[config.mk]
export PLATFORM = sky130hd
export DESIGN_NAME = trh_queue
export DESIGN_NICKNAME = d
export VERILOG_FILES = /design/src/design/trh_pkg.sv /design/src/design/trh_queue.sv
export SDC_FILE = /design/constraint.sdc
export NUM_CORES = 1
export LEC_CHECK = 0
export ABC_AREA = 0
export BUFFER_PORTS_ARGS = -buffer_cell sky130_fd_sc_hd__buf_2
export CELL_PAD_IN_SITES_DETAIL_PLACEMENT = 0
export CELL_PAD_IN_SITES_GLOBAL_PLACEMENT = 1
export CORE_ASPECT_RATIO = 0.9
export CORE_MARGIN = 5
export CORE_UTILIZATION = 35
export CTS_CLUSTER_DIAMETER = 40
export CTS_CLUSTER_SIZE = 28
export DETAILED_ROUTE_END_ITERATION = 6
export GPL_TIMING_DRIVEN = 1
export PLACE_DENSITY = 0.62
export SLEW_MARGIN = 20
export SYNTH_ARGS = -nofsm -noshare
export SYNTH_HDL_FRONTEND = slang
export SYNTH_SLANG_ARGS = --single-unit
[constraint.sdc]
create_clock -name clk -period 9.34 [get_ports clk]
set_input_delay 1.868 -clock clk [delete_from_list [all_inputs] [get_ports clk]]
set_output_delay 1.868 -clock clk [all_outputs]
set_load 0.02 [all_outputs]
[src/design/trh_pkg.sv]
// ----------------------------------------------------------------------------
// Tiled RGB histogram package
// Types and fixed constants shared by the front, queue, back and top level.
// ----------------------------------------------------------------------------
`default_nettype none

package trh_pkg;

    localparam int SAMPLE_W    = 8;
    localparam int NUM_CH      = 3;
    localparam int CMD_TILE_W  = 6;
    localparam int CMD_XT_W    = 7;
    localparam int COL_W       = 11;
    localparam int LINE_W      = 12;
    localparam int BAND_W      = 8;
    localparam int CFG_W       = 12;
    localparam int CFG_IDX_W   = 3;
    localparam int OUT_COUNT_W = 24;
    localparam int BLOG_W      = 4;

    typedef enum logic [CFG_IDX_W-1:0] {
        REG_ROW_WIDTH  = 3'd0,
        REG_X_TILES    = 3'd1,
        REG_TILE_WIDTH = 3'd2,
        REG_BAND_LINES = 3'd3,
        REG_BANDS      = 3'd4,
        REG_BINS_LOG2  = 3'd5
    } cfg_reg_t;

    typedef enum logic {
        OP_PIXEL = 1'b0,
        OP_READ  = 1'b1
    } op_t;

    typedef enum logic {
        KIND_READ    = 1'b0,
        KIND_SUMMARY = 1'b1
    } kind_t;

    typedef struct packed {
        logic [11:0] row_width;
        logic [4:0]  x_tiles;
        logic [11:0] tile_width;
        logic [11:0] band_lines;
        logic [7:0]  bands_per_frame;
        logic [3:0]  bins_log2;
    } cfg_t;

    typedef struct packed {
        op_t                   op;
        logic                  clear;
        logic                  count_en;
        logic                  in_range;
        logic                  scan;
        logic                  done;
        logic [CMD_TILE_W-1:0] tile;
        logic [SAMPLE_W-1:0]   bin_r;
        logic [SAMPLE_W-1:0]   bin_g;
        logic [SAMPLE_W-1:0]   bin_b;
        logic [CMD_XT_W-1:0]   xt;
        logic [BLOG_W-1:0]     blog;
        logic [BAND_W-1:0]     band;
    } cmd_t;

    typedef struct packed {
        kind_t                  kind;
        logic [3:0]             tile_index;
        logic [OUT_COUNT_W-1:0] red_count;
        logic [OUT_COUNT_W-1:0] green_count;
        logic [OUT_COUNT_W-1:0] blue_count;
        logic [SAMPLE_W-1:0]    red_mode;
        logic [SAMPLE_W-1:0]    green_mode;
        logic [SAMPLE_W-1:0]    blue_mode;
        logic [BAND_W-1:0]      band_index;
        logic                   frame_done;
        logic                   last;
    } res_t;

    typedef struct packed {
        logic init_busy;
    } back_status_t;

    typedef enum logic {
        F_RUN,
        F_DIV
    } front_state_t;

    typedef enum logic [3:0] {
        B_INIT,
        B_IDLE,
        B_CLEAR,
        B_PIX_RD,
        B_PIX_WR,
        B_READ_RD,
        B_READ_OUT,
        B_SCAN_RD,
        B_SCAN_DRAIN,
        B_SCAN_EMIT
    } back_state_t;

endpackage

`default_nettype wire

[src/design/trh_queue.sv]
// ----------------------------------------------------------------------------
// Command queue
// Two-entry queue of commands between the front end and the back end.
// ----------------------------------------------------------------------------
`default_nettype none

module trh_queue import trh_pkg::*; (
    input  logic clk,
    input  logic rst_n,
    input  logic push,
    input  cmd_t push_cmd,
    output logic full,
    input  logic pop,
    output logic empty,
    output cmd_t head
);

    cmd_t       entry_reg [2];
    logic       wr_ptr_reg, wr_ptr_next;
    logic       rd_ptr_reg, rd_ptr_next;
    logic [1:0] cnt_reg, cnt_next;

    assign full  = (cnt_reg == 2'd2);
    assign empty = (cnt_reg == 2'd0);
    assign head  = entry_reg[rd_ptr_reg];

    always_comb
    begin
        wr_ptr_next = push ? !wr_ptr_reg : wr_ptr_reg;
        rd_ptr_next = pop ? !rd_ptr_reg : rd_ptr_reg;
        cnt_next    = cnt_reg + 2'(push) - 2'(pop);
    end

    always_ff @(posedge clk or negedge rst_n)
    begin
        if (!rst_n)
        begin
            wr_ptr_reg <= 1'b0;
            rd_ptr_reg <= 1'b0;
            cnt_reg    <= 2'd0;
        end
        else
        begin
            wr_ptr_reg <= wr_ptr_next;
            rd_ptr_reg <= rd_ptr_next;
            cnt_reg    <= cnt_next;
        end
    end

    always_ff @(posedge clk)
    begin
        if (push)
        begin
            entry_reg[wr_ptr_reg] <= push_cmd;
        end
    end

endmodule

`default_nettype wire

==> results of run 1 <==
metrics by stage:
step	util, %	total power [mW]
after floorplan	-	1.161
after global placement	42.00	1.309
after detailed placement	42.00	1.313
after CTS	47.36	2.025
after global routing	47.36	2.085
final	47.36	1.987
area by class of cell:
cell class,instances,area (um2),share of cell area (%)
well taps,160,200.2,3.500
flip-flops and latches,114,3407,59.57
clock inverters,13,214.0,3.741
clock buffers,19,432.9,7.569
repair buffers,117,590.6,10.33
multi-input cells,64,867.1,15.16
inverters,2,7.507,0.1313
power by group:
| part | switching, mW | internal [mW] | leakage [nW] |
|---|---|---|---|
| Clock | 0.205 | 0.494 | 0.305 |
| Combinational | 0.264 | 0.253 | 0.916 |
| Sequential | 0.0877 | 0.682 | 1.08 |
| Total | 0.557 | 1.43 | 2.30 |
kinds of logic (layout without fill, tap and decap cells):
kind of cell,count (synthesis),after routing
DFF,114,114
muxes,55,55
buffers and inverters,8,151
and+or+nand+nor,4,4
xor gates and xnor gates,3,3
adders and majority gates,2,2
cell usage after synthesis (all sizes together):
library cell and n:
and2 1, buf 6, dfrtp 4, edfxtp 110, ha 2, inv 2, mux2 55, nor2 1
nor2b 2, xor2 2, xor3 1
layer usage:
metal | part of all wire [%] | track usage (%)
met1 | 40 | 12.25
met2 | 49 | 17.31
met3 | 8.9 | 5.760
met4 | 1.0 | 4.289
met5 | 0.17 | 0
final timing paths:
path | start | to | slack [ns] | cells after the start
max reg2reg | wr_ptr_reg | entry_reg[0][11] | 7.41 | 2
min | wr_ptr_reg | wr_ptr_reg | 0.54 | 1
min in group asynchronous | rst_n | wr_ptr_reg | 1.27 | 1
max in group asynchronous | rst_n | rd_ptr_reg | 7.93 | 1
min reg2reg | wr_ptr_reg | wr_ptr_reg | 0.54 | 1
max | rd_ptr_reg | head[4] | 5.39 | 2
==> results_dict.tcl, run 1 <==
set metrics [dict create \
    crit_slowest_cell "dfrtp_4" \
    powerDensity_mw_per_mm2 347.4 \
    post-route-min-period_ns 3.954 \
    h-tree-depth 4 \
    cp-end-kind "output pin" \
    setup_tns_ns 0 \
    tightest_slew_ns 0.9924 \
    rsz0062_at_grt "false" \
    post_drt_wl_per_cell_um 15.52 \
    first_global_vias 2289 \
    yosys.area_share.simple_pct 0.5201 \
    fp.dieArea_mm2 0.01470 \
    grt_pass1_wl_mm 11.55 \
    io_buffers 115 \
    antenna_found_initial 1 \
    gp_congestion 0.7252 \
    hold_path_class "reg -> reg" \
    netlist_instances 186 \
    drc_errors 0 \
    core-area_mm2 0.01208 \
    place_inst 457 \
    die_x_um 127.3 \
    drive_gt1_share_pct 60.79 \
    route.vias.total 2134 \
    final-setup-viol-count 0 \
    cpPeakStageDelay_ns 1.08 \
    post_cts_resized 0 \
    yosysUniqueCellTypes 13 \
    fmax_mhz 252.9 \
    synth_compound_area_share_pct 0 \
    ys_warn_count 0 \
    syn-cell-area_mm2 0.004330 \
    grt-ovfl-total 0 \
    critPathTopFamily "flip-flops" \
    max_cap_violations 0 \
    stdcell_count 489 \
    final_common_cell "buf_2" \
    cts_setup_buffers 0 \
    pre_cts_ws_ns 5.735 \
    cts_buffers 17 \
    num_io_pins 116 \
    n_antenna_cell 0 \
    drt_first_iter_violations 107 \
    clkSinkCount 114 \
    synth_top_cell_area_share_pct 76.28 \
    groute.usage.overall_pct 10.80 \
    ys_seq_area_share_pct 78.59 \
    clockBufferDepth 2 \
    syn-num-nets 247 \
    clkLatencyLatePin_ns 0.40 \
    synth_top_area_cell "edfxtp_1" \
    drt_pass1_iterations 4 \
    leakage_nw 2.299 \
    status "complete, no violations" \
    synth-seq-cells 114 \
    synth_top_family_by_area "multiplexers" \
    synthMuxAreaShare_pct 17.77 \
    hold_slack_ns 0.5398 \
    synth.area.top_cells "edfxtp_1 (76%), mux2_4 (14%), mux2_2 (3.9%)" \
    die_y_um 115.5 \
    setup_ws_ns 5.386 \
    worst-path-buf-inv 1 \
    vias_per_cell 4.364 \
    crit_chain "mux2_2 > buf_2" \
    drt_wl_total_mm 7.590 \
    synth_area_per_cell_um2 23.28 \
    dp_hpwl_mm 4.913 \
    clk_pin_slew_ns 0.05 \
    hold_buffers 0 \
    root_buffer "clkbuf_16" \
    synth-xor-area-share_pct 0.9535 \
    crit_arrival_ns 2.09 \
    syn2layout_area_growth_pct 32.07 \
    nFillCells 1069 \
    synthAdderAreaFrac_pct 0.5779 \
    final_cell_area_mm2 0.005719 \
    largest_reg_flops 110 \
    crit_type "reg -> out" \
    nNetsFinal 377 \
    start_kind "flop" \
    ir_drop_v 0.0002124 \
    drv_slew 0 \
    placed_cell_area_mm2 0.005072 \
    finalHoldViolations 0 \
    rows 38 \
    fin_skew_ns 0.007051 \
    max_slew_margin_pct 33.84 \
    cts_tree "built" \
    final_cell_mix "buf_2 (115), edfxtp_1 (110), mux2_4 (40)" \
    start_util_pct 35.86 \
    path_max_fanout 56 \
    cp.required_ns 7.47 \
    grt_max_degree 57 \
    min_period_over_period_pct 42.33 \
    ant_nets 0 \
]
Power figures use the tool's default switching activity.
==> run 2, diff against run 1 <==
Settings changed: ABC_AREA 0 to 1, PLACE_DENSITY 0.62 to 0.68.
Clock period 9.34 ns to 3.2 ns, I/O delays scaled along.
==> run 2 against run 1 <==
  * Worst setup slack got worse by 4.8 ns
  * Critical endpoint is now head[41]
  * Largest power group unchanged
  * Die area decreased by 0.32%
  * Power increased to 2.7 times the previous value
  * Combinational power increased to 2.8 times the previous value
==> results_dict.tcl, run 2 <==
set metrics [dict create \
    crit_chain "o21ai_0 > buf_2" \
    first_global_vias 2532 \
    io_buffers 115 \
    ys_warn_count 0 \
    h-tree-depth 4 \
    p_total_mw 5.303 \
    start_kind "flop" \
    stdcell_count 610 \
    max_cap_violations 0 \
    place_inst 578 \
    synth_edf_count 110 \
    fin_skew_ns 0.004493 \
    min_period_over_period_pct 81.42 \
    core-area_mm2 0.01208 \
    post_drt_wl_per_cell_um 13.01 \
    gp_congestion 0.7454 \
    final-setup-viol-count 0 \
    finalHoldViolations 0 \
    pre_cts_ws_ns 0.9552 \
    drt_wl_total_mm 7.939 \
    crit_type "reg -> out" \
    die_y_um 115.3 \
    nNetsFinal 498 \
    yosysMostFrequentCell "edfxtp_1" \
    clkLatencyLatePin_ns 0.39 \
    drt_pass1_iterations 4 \
    path_max_fanout 111 \
    async_flop_share_pct 3.509 \
    drc_errors 0 \
    reg2reg_from "wr_ptr_reg" \
    clockBufferDepth 2 \
    critPathLaunch "rd_ptr_reg" \
    netlist_top_cells_count "edfxtp_1 (110), inv_1 (62), nand2_1 (61)" \
    die_x_um 127.0 \
    dp_hpwl_mm 5.239 \
    ir_drop_v 0.0006549 \
    ys_seq_area_share_pct 78.86 \
    netlist_instances 312 \
    grt-ovfl-total 0 \
    synth-seq-cells 114 \
    placed_cell_area_mm2 0.005034 \
    crit_slowest_cell "dfrtp_4" \
    synth_top_cell_area_share_pct 76.54 \
    antenna_found_initial 0 \
    setup_tns_ns 0 \
    endpoint "head[41]" \
    syn-cell-area_mm2 0.004315 \
    vias_per_cell 4.136 \
    post_cts_resized 0 \
    syn-num-nets 373 \
    rr_worst_depth 2 \
    synth_top_area_cell "edfxtp_1" \
    final_core_utilization_pct 45.93 \
    hold_buffers 0 \
    synth_area_per_cell_um2 13.83 \
    n_antenna_cell 0 \
    leakage_nw 2.389 \
    rows 38 \
    post-route-min-period_ns 2.606 \
    fp.dieArea_mm2 0.01465 \
    cp-end-kind "output pin" \
    reg2reg_slack_ns 1.57 \
    root_buffer "clkbuf_16" \
    num_io_pins 116 \
    fmax_mhz 383.8 \
    clk_pin_slew_ns 0.05 \
    clkSinkCount 114 \
    final_cell_mix "buf_2 (115), edfxtp_1 (110), inv_1 (61), nand2_1 (61), o21ai_0 (45)" \
    yosysUniqueCellTypes 13 \
    largest_reg_flops 110 \
    setup_ws_ns 0.5945 \
    cts_buffers 17 \
    drv_slew 0 \
    grt_pass1_wl_mm 12.55 \
    max_slew_margin_pct 35.74 \
    drt_first_iter_violations 168 \
    route.vias.total 2523 \
    synth.area.top_cells "edfxtp_1 (77%), inv_1 (5.4%), nand2_1 (5.3%)" \
    r2r-end "entry_reg[0][35]" \
    final_common_cell "buf_2" \
    crit_arrival_ns 1.97 \
    hold_slack_ns 0.05083 \
    tightest_slew_ns 0.9639 \
    cp.required_ns 2.56 \
    synthFlopType "edfxtp_1" \
    groute.usage.overall_pct 11.33 \
    hold_path_class "in -> async" \
    cpPeakStageDelay_ns 1.04 \
    ant_nets 0 \
    drive_gt1_share_pct 31.78 \
    powerDensity_mw_per_mm2 956.2 \
    final_cell_area_mm2 0.005547 \
    grt_max_degree 112 \
    start_util_pct 35.73 \
    status "complete, no violations" \
    rsz0062_at_grt "false" \
    cts_tree "built" \
    syn2layout_area_growth_pct 28.53 \
    cts_setup_buffers 0 \
]
[run 2: how the worst min path moves through the flow]
stage / to / slack (ns)
after floorplan: cnt_reg[0] / 0.34
after global placement: wr_ptr_reg / 0.46
after detailed placement: wr_ptr_reg / 0.46
after CTS: wr_ptr_reg / 0.03
after global routing: wr_ptr_reg / 0.03
final: wr_ptr_reg / 0.05
[run 2: worst max-delay path: cells and delay by family, from the launching register on]
family	cells	cell delay, ns
compound gates	1	0.26
buf+inv	1	0.22
flops	1	1.04
[run 2: where the power goes]
group	internal (mW)	switching, mW	leakage (nW)
clock	1.05	0.573	0.253
combinational	0.466	0.982	1.06
sequential	1.99	0.249	1.08
total	3.50	1.80	2.39
[run 2: logic make-up after synthesis]
logic type | count (synthesis) | synth area share [%]
fa+ha+maj | 2 | 0.5798
compound gates | 55 | 6.379
simple gates | 65 | 5.683
buf+inv | 74 | 8.089
xor+xnor | 2 | 0.4060
flops | 114 | 78.86
[run 2: layer usage]
metal / track usage (%) / routed length, um / vias up
met5: 0 / 0 / -
met4: 4.718 / 106 / 0
met3: 5.341 / 682 / 10
met2: 17.98 / 3687 / 86
met1: 13.36 / 3462 / 1130
li1: - / - / 1297
[run 2: cell type report]
class / instances / area (um2)
Fill cell: 1126 / 6530
Tap cell: 160 / 200.2
Inverter: 62 / 232.7
Sequential cell: 114 / 3407
Timing Repair Buffer: 118 / 623.1
Clock inverter: 9 / 65.06
Multi-Input combinational cell: 124 / 570.5
Clock buffer: 23 / 447.9
