===== config.mk =====
export PLATFORM = sky130hd
export DESIGN_NAME = trh_front
export DESIGN_NICKNAME = d
export VERILOG_FILES = /design/src/design/trh_pkg.sv /design/src/design/trh_front.sv
export SDC_FILE = /design/constraint.sdc
export NUM_CORES = 1
export LEC_CHECK = 0
export BUFFER_PORTS_ARGS = -buffer_cell sky130_fd_sc_hd__buf_2
export CORE_MARGIN = 3
export CORE_UTILIZATION = 26
export CTS_CLUSTER_SIZE = 8
export DETAILED_ROUTE_END_ITERATION = 8
export SYNTH_ARGS = -nofsm -noshare
export SYNTH_HDL_FRONTEND = slang
export SYNTH_SLANG_ARGS = --single-unit
export TNS_END_PERCENT = 5

===== constraint.sdc =====
create_clock -name clk -period 4 [get_ports clk]
set_input_delay 0.8 -clock clk [delete_from_list [all_inputs] [get_ports clk]]
set_output_delay 0.8 -clock clk [all_outputs]
set_load 0.1 [all_outputs]

===== src/design/trh_pkg.sv =====
// ----------------------------------------------------------------------------
// Tiled RGB histogram package
// Types and fixed constants shared by the front, queue, back and top level.
// ----------------------------------------------------------------------------
`default_nettype none

package trh_pkg;

    localparam int SAMPLE_W    = 8;
    localparam int NUM_CH      = 3;
    localparam int CMD_TILE_W  = 6;
    localparam int CMD_XT_W    = 7;
    localparam int COL_W       = 11;
    localparam int LINE_W      = 12;
    localparam int BAND_W      = 8;
    localparam int CFG_W       = 12;
    localparam int CFG_IDX_W   = 3;
    localparam int OUT_COUNT_W = 24;
    localparam int BLOG_W      = 4;

    typedef enum logic [CFG_IDX_W-1:0] {
        REG_ROW_WIDTH  = 3'd0,
        REG_X_TILES    = 3'd1,
        REG_TILE_WIDTH = 3'd2,
        REG_BAND_LINES = 3'd3,
        REG_BANDS      = 3'd4,
        REG_BINS_LOG2  = 3'd5
    } cfg_reg_t;

    typedef enum logic {
        OP_PIXEL = 1'b0,
        OP_READ  = 1'b1
    } op_t;

    typedef enum logic {
        KIND_READ    = 1'b0,
        KIND_SUMMARY = 1'b1
    } kind_t;

    typedef struct packed {
        logic [11:0] row_width;
        logic [4:0]  x_tiles;
        logic [11:0] tile_width;
        logic [11:0] band_lines;
        logic [7:0]  bands_per_frame;
        logic [3:0]  bins_log2;
    } cfg_t;

    typedef struct packed {
        op_t                   op;
        logic                  clear;
        logic                  count_en;
        logic                  in_range;
        logic                  scan;
        logic                  done;
        logic [CMD_TILE_W-1:0] tile;
        logic [SAMPLE_W-1:0]   bin_r;
        logic [SAMPLE_W-1:0]   bin_g;
        logic [SAMPLE_W-1:0]   bin_b;
        logic [CMD_XT_W-1:0]   xt;
        logic [BLOG_W-1:0]     blog;
        logic [BAND_W-1:0]     band;
    } cmd_t;

    typedef struct packed {
        kind_t                  kind;
        logic [3:0]             tile_index;
        logic [OUT_COUNT_W-1:0] red_count;
        logic [OUT_COUNT_W-1:0] green_count;
        logic [OUT_COUNT_W-1:0] blue_count;
        logic [SAMPLE_W-1:0]    red_mode;
        logic [SAMPLE_W-1:0]    green_mode;
        logic [SAMPLE_W-1:0]    blue_mode;
        logic [BAND_W-1:0]      band_index;
        logic                   frame_done;
        logic                   last;
    } res_t;

    typedef struct packed {
        logic init_busy;
    } back_status_t;

    typedef enum logic {
        F_RUN,
        F_DIV
    } front_state_t;

    typedef enum logic [3:0] {
        B_INIT,
        B_IDLE,
        B_CLEAR,
        B_PIX_RD,
        B_PIX_WR,
        B_READ_RD,
        B_READ_OUT,
        B_SCAN_RD,
        B_SCAN_DRAIN,
        B_SCAN_EMIT
    } back_state_t;

endpackage

`default_nettype wire


===== src/design/trh_front.sv =====
// ----------------------------------------------------------------------------
// Histogram front end
// Accepts items, tracks column, tile, line and band, and issues commands.
// ----------------------------------------------------------------------------
`default_nettype none

module trh_front import trh_pkg::*; #(
    parameter int MAX_TILES = 16,
    parameter int MAX_BINS  = 256,
    parameter int MAX_ROW   = 2048
) (
    input  logic         clk,
    input  logic         rst_n,
    input  cfg_t         cfg,
    input  logic         tw_written,
    input  logic         in_valid,
    output logic         in_stall,
    input  logic         operation,
    input  logic [7:0]   red,
    input  logic [7:0]   green,
    input  logic [7:0]   blue,
    input  logic [3:0]   tile_select,
    input  logic [7:0]   bin_select,
    input  logic         q_full,
    input  back_status_t bstat,
    output logic         push,
    output cmd_t         push_cmd
);

    localparam int XT_W        = $clog2(MAX_TILES + 1);
    localparam int BIN_CAP_RAW = $clog2(MAX_BINS + 1) - 1;
    localparam int BIN_CAP     = (BIN_CAP_RAW > 8) ? 8 : BIN_CAP_RAW;

    front_state_t      state_reg, state_next;
    logic              resync_reg, resync_next;
    logic [COL_W-1:0]  col_reg, col_next;
    logic [11:0]       off_reg, off_next;
    logic [XT_W-1:0]   tile_reg, tile_next;
    logic [LINE_W-1:0] line_reg, line_next;
    logic [BAND_W-1:0] band_reg, band_next;
    logic              clr_pend_reg, clr_pend_next;
    logic [3:0]        div_cnt_reg, div_cnt_next;
    logic [COL_W-1:0]  div_num_reg, div_num_next;
    logic [11:0]       div_rem_reg, div_rem_next;
    logic [COL_W-1:0]  div_q_reg, div_q_next;

    logic [11:0]       rw, tw, bl;
    logic [7:0]        bpf;
    logic [XT_W-1:0]   xt;
    logic [3:0]        blog, shift;
    logic              accept;
    logic [11:0]       col_inc;
    logic [12:0]       line_inc, off_inc, trial;
    logic [8:0]        band_inc;
    logic              row_end, band_end, done, tile_adv, ge;
    logic [11:0]       rem_step;
    logic [COL_W-1:0]  q_step;

    // Registers at zero act as one; row width, tile count and bins_log2 are clamped to their limits.
    always_comb
    begin
        rw = (cfg.row_width == 12'd0) ? 12'd1 : cfg.row_width;
        if (32'(rw) > MAX_ROW)
        begin
            rw = 12'(MAX_ROW);
        end
        tw  = (cfg.tile_width == 12'd0) ? 12'd1 : cfg.tile_width;
        bl  = (cfg.band_lines == 12'd0) ? 12'd1 : cfg.band_lines;
        bpf = (cfg.bands_per_frame == 8'd0) ? 8'd1 : cfg.bands_per_frame;
        if (cfg.x_tiles == 5'd0)
        begin
            xt = XT_W'(1);
        end
        else if (32'(cfg.x_tiles) > MAX_TILES)
        begin
            xt = XT_W'(MAX_TILES);
        end
        else
        begin
            xt = XT_W'(cfg.x_tiles);
        end
        blog = (cfg.bins_log2 == 4'd0) ? 4'd1 : cfg.bins_log2;
        if (32'(blog) > BIN_CAP)
        begin
            blog = 4'(BIN_CAP);
        end
        shift = 4'd8 - blog;
    end

    assign in_stall = q_full || bstat.init_busy || (state_reg != F_RUN) || resync_reg;
    assign accept   = in_valid && !in_stall;

    always_comb
    begin
        col_inc  = {1'b0, col_reg} + 12'd1;
        row_end  = !(col_inc < rw);
        line_inc = {1'b0, line_reg} + 13'd1;
        band_end = row_end && !(line_inc < {1'b0, bl});
        band_inc = {1'b0, band_reg} + 9'd1;
        done     = !(band_inc < {1'b0, bpf});
        off_inc  = {1'b0, off_reg} + 13'd1;
        tile_adv = !(off_inc < {1'b0, tw});

        // One restoring division step: remainder and quotient of column / tile width.
        trial    = {div_rem_reg, div_num_reg[COL_W-1]};
        ge       = (trial >= {1'b0, tw});
        rem_step = ge ? 12'(trial - {1'b0, tw}) : 12'(trial);
        q_step   = {div_q_reg[COL_W-2:0], ge};
    end

    always_comb
    begin
        state_next    = state_reg;
        resync_next   = resync_reg;
        col_next      = col_reg;
        off_next      = off_reg;
        tile_next     = tile_reg;
        line_next     = line_reg;
        band_next     = band_reg;
        clr_pend_next = clr_pend_reg;
        div_cnt_next  = div_cnt_reg;
        div_num_next  = div_num_reg;
        div_rem_next  = div_rem_reg;
        div_q_next    = div_q_reg;
        push          = 1'b0;
        push_cmd      = '0;

        case (state_reg)
            F_RUN:
            begin
                if (resync_reg)
                begin
                    state_next   = F_DIV;
                    resync_next  = 1'b0;
                    div_cnt_next = 4'd0;
                    div_num_next = col_reg;
                    div_rem_next = 12'd0;
                    div_q_next   = '0;
                end
                else if (accept)
                begin
                    push = 1'b1;
                    if (operation == OP_READ)
                    begin
                        push_cmd.op       = OP_READ;
                        push_cmd.in_range = (32'(tile_select) < MAX_TILES)
                                            && (32'(bin_select) < MAX_BINS);
                        push_cmd.tile     = CMD_TILE_W'(tile_select);
                        push_cmd.bin_r    = bin_select;
                    end
                    else
                    begin
                        push_cmd.op       = OP_PIXEL;
                        push_cmd.clear    = clr_pend_reg;
                        push_cmd.count_en = (tile_reg < xt);
                        push_cmd.tile     = CMD_TILE_W'(tile_reg);
                        push_cmd.bin_r    = red >> shift;
                        push_cmd.bin_g    = green >> shift;
                        push_cmd.bin_b    = blue >> shift;
                        push_cmd.scan     = band_end;
                        push_cmd.done     = done;
                        push_cmd.xt       = CMD_XT_W'(xt);
                        push_cmd.blog     = blog;
                        push_cmd.band     = band_reg;
                        clr_pend_next     = 1'b0;
                        if (row_end)
                        begin
                            col_next  = '0;
                            off_next  = 12'd0;
                            tile_next = '0;
                            if (band_end)
                            begin
                                line_next     = '0;
                                band_next     = done ? '0 : 8'(band_inc);
                                clr_pend_next = 1'b1;
                            end
                            else
                            begin
                                line_next = 12'(line_inc);
                            end
                        end
                        else
                        begin
                            col_next = 11'(col_inc);
                            // The column wraps at its width only when the row is longer.
                            if (col_reg == '1)
                            begin
                                off_next  = 12'd0;
                                tile_next = '0;
                            end
                            else if (tile_adv)
                            begin
                                off_next = 12'd0;
                                if (32'(tile_reg) < MAX_TILES)
                                begin
                                    tile_next = tile_reg + XT_W'(1);
                                end
                            end
                            else
                            begin
                                off_next = 12'(off_inc);
                            end
                        end
                    end
                end
            end
            F_DIV:
            begin
                div_cnt_next = div_cnt_reg + 4'd1;
                div_num_next = {div_num_reg[COL_W-2:0], 1'b0};
                div_rem_next = rem_step;
                div_q_next   = q_step;
                if (32'(div_cnt_reg) == COL_W - 1)
                begin
                    state_next = F_RUN;
                    off_next   = rem_step;
                    tile_next  = (32'(q_step) >= MAX_TILES) ? XT_W'(MAX_TILES)
                                                            : XT_W'(q_step);
                end
            end
            default:
            begin
                state_next = F_RUN;
            end
        endcase

        if (tw_written)
        begin
            resync_next = 1'b1;
        end
    end

    always_ff @(posedge clk or negedge rst_n)
    begin
        if (!rst_n)
        begin
            state_reg    <= F_RUN;
            resync_reg   <= 1'b0;
            col_reg      <= '0;
            off_reg      <= 12'd0;
            tile_reg     <= '0;
            line_reg     <= '0;
            band_reg     <= '0;
            clr_pend_reg <= 1'b0;
            div_cnt_reg  <= 4'd0;
        end
        else
        begin
            state_reg    <= state_next;
            resync_reg   <= resync_next;
            col_reg      <= col_next;
            off_reg      <= off_next;
            tile_reg     <= tile_next;
            line_reg     <= line_next;
            band_reg     <= band_next;
            clr_pend_reg <= clr_pend_next;
            div_cnt_reg  <= div_cnt_next;
        end
    end

    always_ff @(posedge clk)
    begin
        div_num_reg <= div_num_next;
        div_rem_reg <= div_rem_next;
        div_q_reg   <= div_q_next;
    end

endmodule

`default_nettype wire


==> impl_results.rst <==
.. list-table::
   :header-rows: 1

   * - Metric
     - Value
   * - Final RePlAce weighted congestion
     - 0.864
   * - Final Hold Slack
     - 0.459 ns
   * - Fraction of layout instances using a drive strength above 1
     - 24.5%
   * - Number of placement rows
     - 61
   * - Die span in x
     - 176 um
   * - Largest fanout on the critical path
     - 6
   * - Post-synthesis instance total
     - 891
   * - First-pass GRT wire length
     - 35400 um
   * - Period utilisation layout
     - 98.7%
   * - Antenna violations before repair
     - 0
   * - Final WS setup
     - 0.0522 ns
   * - Largest cells by area after synthesis
     - dfrtp_1 18%, edfxtp_1 13%, ha_1 11%
   * - Top cell type by total area after synthesis
     - dfrtp_1
   * - Largest net degree at the start of global routing
     - 43
   * - Proportion of synthesized chip area in sequential cells
     - 31.4%
   * - Final Setup Violations
     - 0
   * - Nature of the critical path startpoint
     - flop
   * - Final core utilization
     - 34.6%
   * - Post-synthesis sequential element count
     - 88
   * - Fmax
     - 253 MHz
   * - RSZ-0062 raised after global routing
     - yes
   * - Number of nets with antenna violations after routing
     - 0
   * - Required time of the worst setup path
     - 3.20 ns
   * - Slowest CP cell
     - or4_1
   * - Max VDD drop
     - 211 uV
   * - Clock Skews
     - 0.0124 ns
   * - Setup Crit Path Kind
     - flop to output pin
   * - # port buffers
     - 149
   * - Detailed-route wire length per cell
     - 15.3 um
   * - HP Class
     - input pin to async pin
   * - Deepest clock path buffer count
     - 2
   * - Aggregate routed wire length
     - 21900 um
   * - # IOs
     - 153
   * - Number of enable flip-flop cells after synthesis
     - 33
   * - Peak per-stage delay on the critical path
     - 0.49 ns
   * - Max_slew headroom
     - 54.2%
   * - Vias post-DR
     - 7050
   * - Drt drc
     - 0
   * - Core box area
     - 28200 um2
   * - Post-synthesis area per instance
     - 8.46 um2
   * - Number of buffers inserted for hold repair after clock tree synthesis
     - 0
   * - Clock latency at the later pin of the worst-skew pair
     - 0.35 ns
   * - Detailed router's first-iteration violation count
     - 324
   * - Netlist area before placement
     - 7540 um2
   * - Area growth syn-to-layout
     - 29.3%
   * - Primary flip-flop cell chosen by synthesis mapping
     - dfrtp_1
   * - Cell-by-cell trace of the critical path
     - buf_4 -> ha_4 -> nand3_4 -> nor2_4 -> xor2_1 -> ha_1 -> or4_1 -> a311o_1 -> a211o_1 -> nand3_2 -> inv_1 -> buf_12
   * - Tmin final
     - 3.95 ns
   * - Type of destination of the critical path
     - output pin
   * - Pwr Density
     - 420 nW/um2
   * - Number of max-slew violations in the final report
     - 0
   * - Endpoint arrival time on the critical path
     - 3.15 ns
   * - Measured slew at the worst slew-check pin
     - 0.686 ns
   * - Max capacitance violation total
     - 0
   * - Final net count
     - 1207
   * - Synth cell types
     - 76
   * - Clock input transition at the sequential cells of the worst setup and hold paths
     - 0.07 ns
   * - # H-tree levels
     - 3
   * - Total track usage
     - 13.9%
   * - Filler Cells Inserted
     - 2870
   * - Die Y
     - 176 um
   * - Post-placement setup slack
     - 0.135 ns
   * - Number of global-route vias before repair
     - 6917
   * - Detail Placement HPWL
     - 17100 um
   * - Asr flop ratio synth
     - 62.5%
   * - Synth warnings
     - 0
   * - Leakage dissipation
     - 0.00458 uW
   * - Cell family with the largest share of critical-path delay
     - simple AND/OR/NAND/NOR gates
   * - TritonCTS Buffers
     - 9
   * - Clock sink count
     - 88
   * - Count of endpoints failing hold in the final timing report
     - 0
   * - Initial Utilization
     - 26.8%
   * - Clk Tree Root Cell
     - clkbuf_16
   * - TritonRoute pass-1 iters
     - 4
   * - Status
     - completed
   * - Via-per-instance ratio
     - 4.93
   * - Die area
     - 31100 um2
   * - Power Total
     - 4100 uW
   * - Setup TNS
     - 0 ns
   * - Total congestion overflow after global routing
     - 0
   * - Worst path bufs/invs
     - 3
   * - TritonCTS clock tree
     - yes
   * - Share of the synthesized area in the top cell type
     - 18.3%
   * - Number of diodes
     - 0
-- layer usage --
metal	vias to the layer above	track usage (%)	routed length, um
met1	3329	18.0	9850
met5	-	0	0
met4	0	3.96	379
li1	3517	-	-
met2	177	23.3	10400
met3	27	3.27	1320
-- layout make-up --
cell class | instances | area, um2 | area share (%)
tap | 378 | 473 | 4.85
multi-input combinational | 703 | 4840 | 49.7
clock inverter | 7 | 53.8 | 0.552
inverter | 60 | 225 | 2.31
sequential | 88 | 2370 | 24.3
clock buffer | 9 | 225 | 2.31
timing repair buffer | 184 | 1560 | 16.0
-- layout by cell type, fill, tap and decap left out, types with 7 or more instances in the layout --
master / synthesis / routed
nor2b_1: 9 / 9
a211o_1: 7 / 7
nand3_1: 38 / 37
a21oi_2: 1 / 7
nor2_1: 60 / 57
buf_4: 6 / 34
o211ai_1: 17 / 17
xor2_1: 16 / 16
a21o_1: 15 / 15
nor3_1: 19 / 14
dfrtp_1: 55 / 53
inv_1: 57 / 57
o21a_1: 11 / 11
o21ai_0: 57 / 51
buf_12: 2 / 37
nor4_1: 11 / 11
clkbuf_16: 0 / 9
a22o_1: 11 / 11
edfxtp_1: 33 / 33
buf_2: 2 / 113
mux2_2: 15 / 15
xnor2_1: 27 / 26
nand4_1: 7 / 7
mux2i_1: 27 / 27
nand2_1: 124 / 124
and2_1: 12 / 12
and3_1: 26 / 24
nand2b_1: 11 / 11
ha_1: 64 / 62
a21oi_1: 34 / 28
-- report_power, final --
part           internal (uW)  total (uW)  switching, uW
registers               1250        1480            226
clock network            428         811            383
logic                    803        1810           1000
-- cells by family after synthesis --
logic type,share of synthesized area (%)
adder cells (fa/ha/maj),10.9
flip-flops,31.4
multiplexers,5.83
buffers and inverters,6.14
AO/OA/AOI/OAI,18.3
other,0.0497
AND/OR/NAND/NOR,22.4
XOR/XNOR,5.00
-- synth_stat cells (5+ instances only) --
cell type / number
a211oi_1: 5
or2_2: 5
inv_1: 57
o21ai_0: 57
o21a_1: 11
nor2b_1: 9
a21o_1: 15
and3_1: 26
nand2b_1: 11
xor2_1: 16
edfxtp_1: 33
a22o_1: 11
o31ai_1: 7
ha_1: 64
clkbuf_1: 27
buf_4: 6
a31oi_1: 5
dfrtp_1: 55
a211o_1: 7
and2_1: 12
nand3_1: 38
nor3_1: 19
nand2_1: 124
nand4_1: 7
a21oi_1: 34
or3_1: 6
o211ai_1: 17
nor2_1: 60
nor4_1: 11
xnor2_1: 27
mux2_2: 15
mux2i_1: 27
-- path summary, 6_finish.rpt --
kind                                                from                        to  slack (ns)  cells after the start
min in group clk                clr_pend_reg$_DFFE_PN0P_  clr_pend_reg$_DFFE_PN0P_        0.48                      2
worst min-delay path                               rst_n    resync_reg$_DFFE_PN0P_        0.46                      1
worst max-delay path             line_reg[0]$_DFFE_PN0P_              push_cmd[50]        0.05                     12
worst min register to register  clr_pend_reg$_DFFE_PN0P_  clr_pend_reg$_DFFE_PN0P_        0.48                      2
worst max register to register    off_reg[0]$_DFFE_PN0P_   tile_reg[0]$_DFFE_PN0P_        0.43                     12
max in group asynchronous                          rst_n    col_reg[3]$_DFFE_PN0P_        2.64                      2
-- stage by stage --
step                      std cells  area (um2)
after floorplan                 893        7590
after CTS                      1428        9710
after global routing           1429        9750
after detailed placement       1403        9320
final                          1429        9750
after global placement         1403        9320
-- timing repair --
action,CTS,global route
endpoints found under the setup margin,1,2
buffers inserted,9,1
gates resized for setup,11,10
pin swaps,7,5
Note: power is estimated with default switching activity, not from simulation.
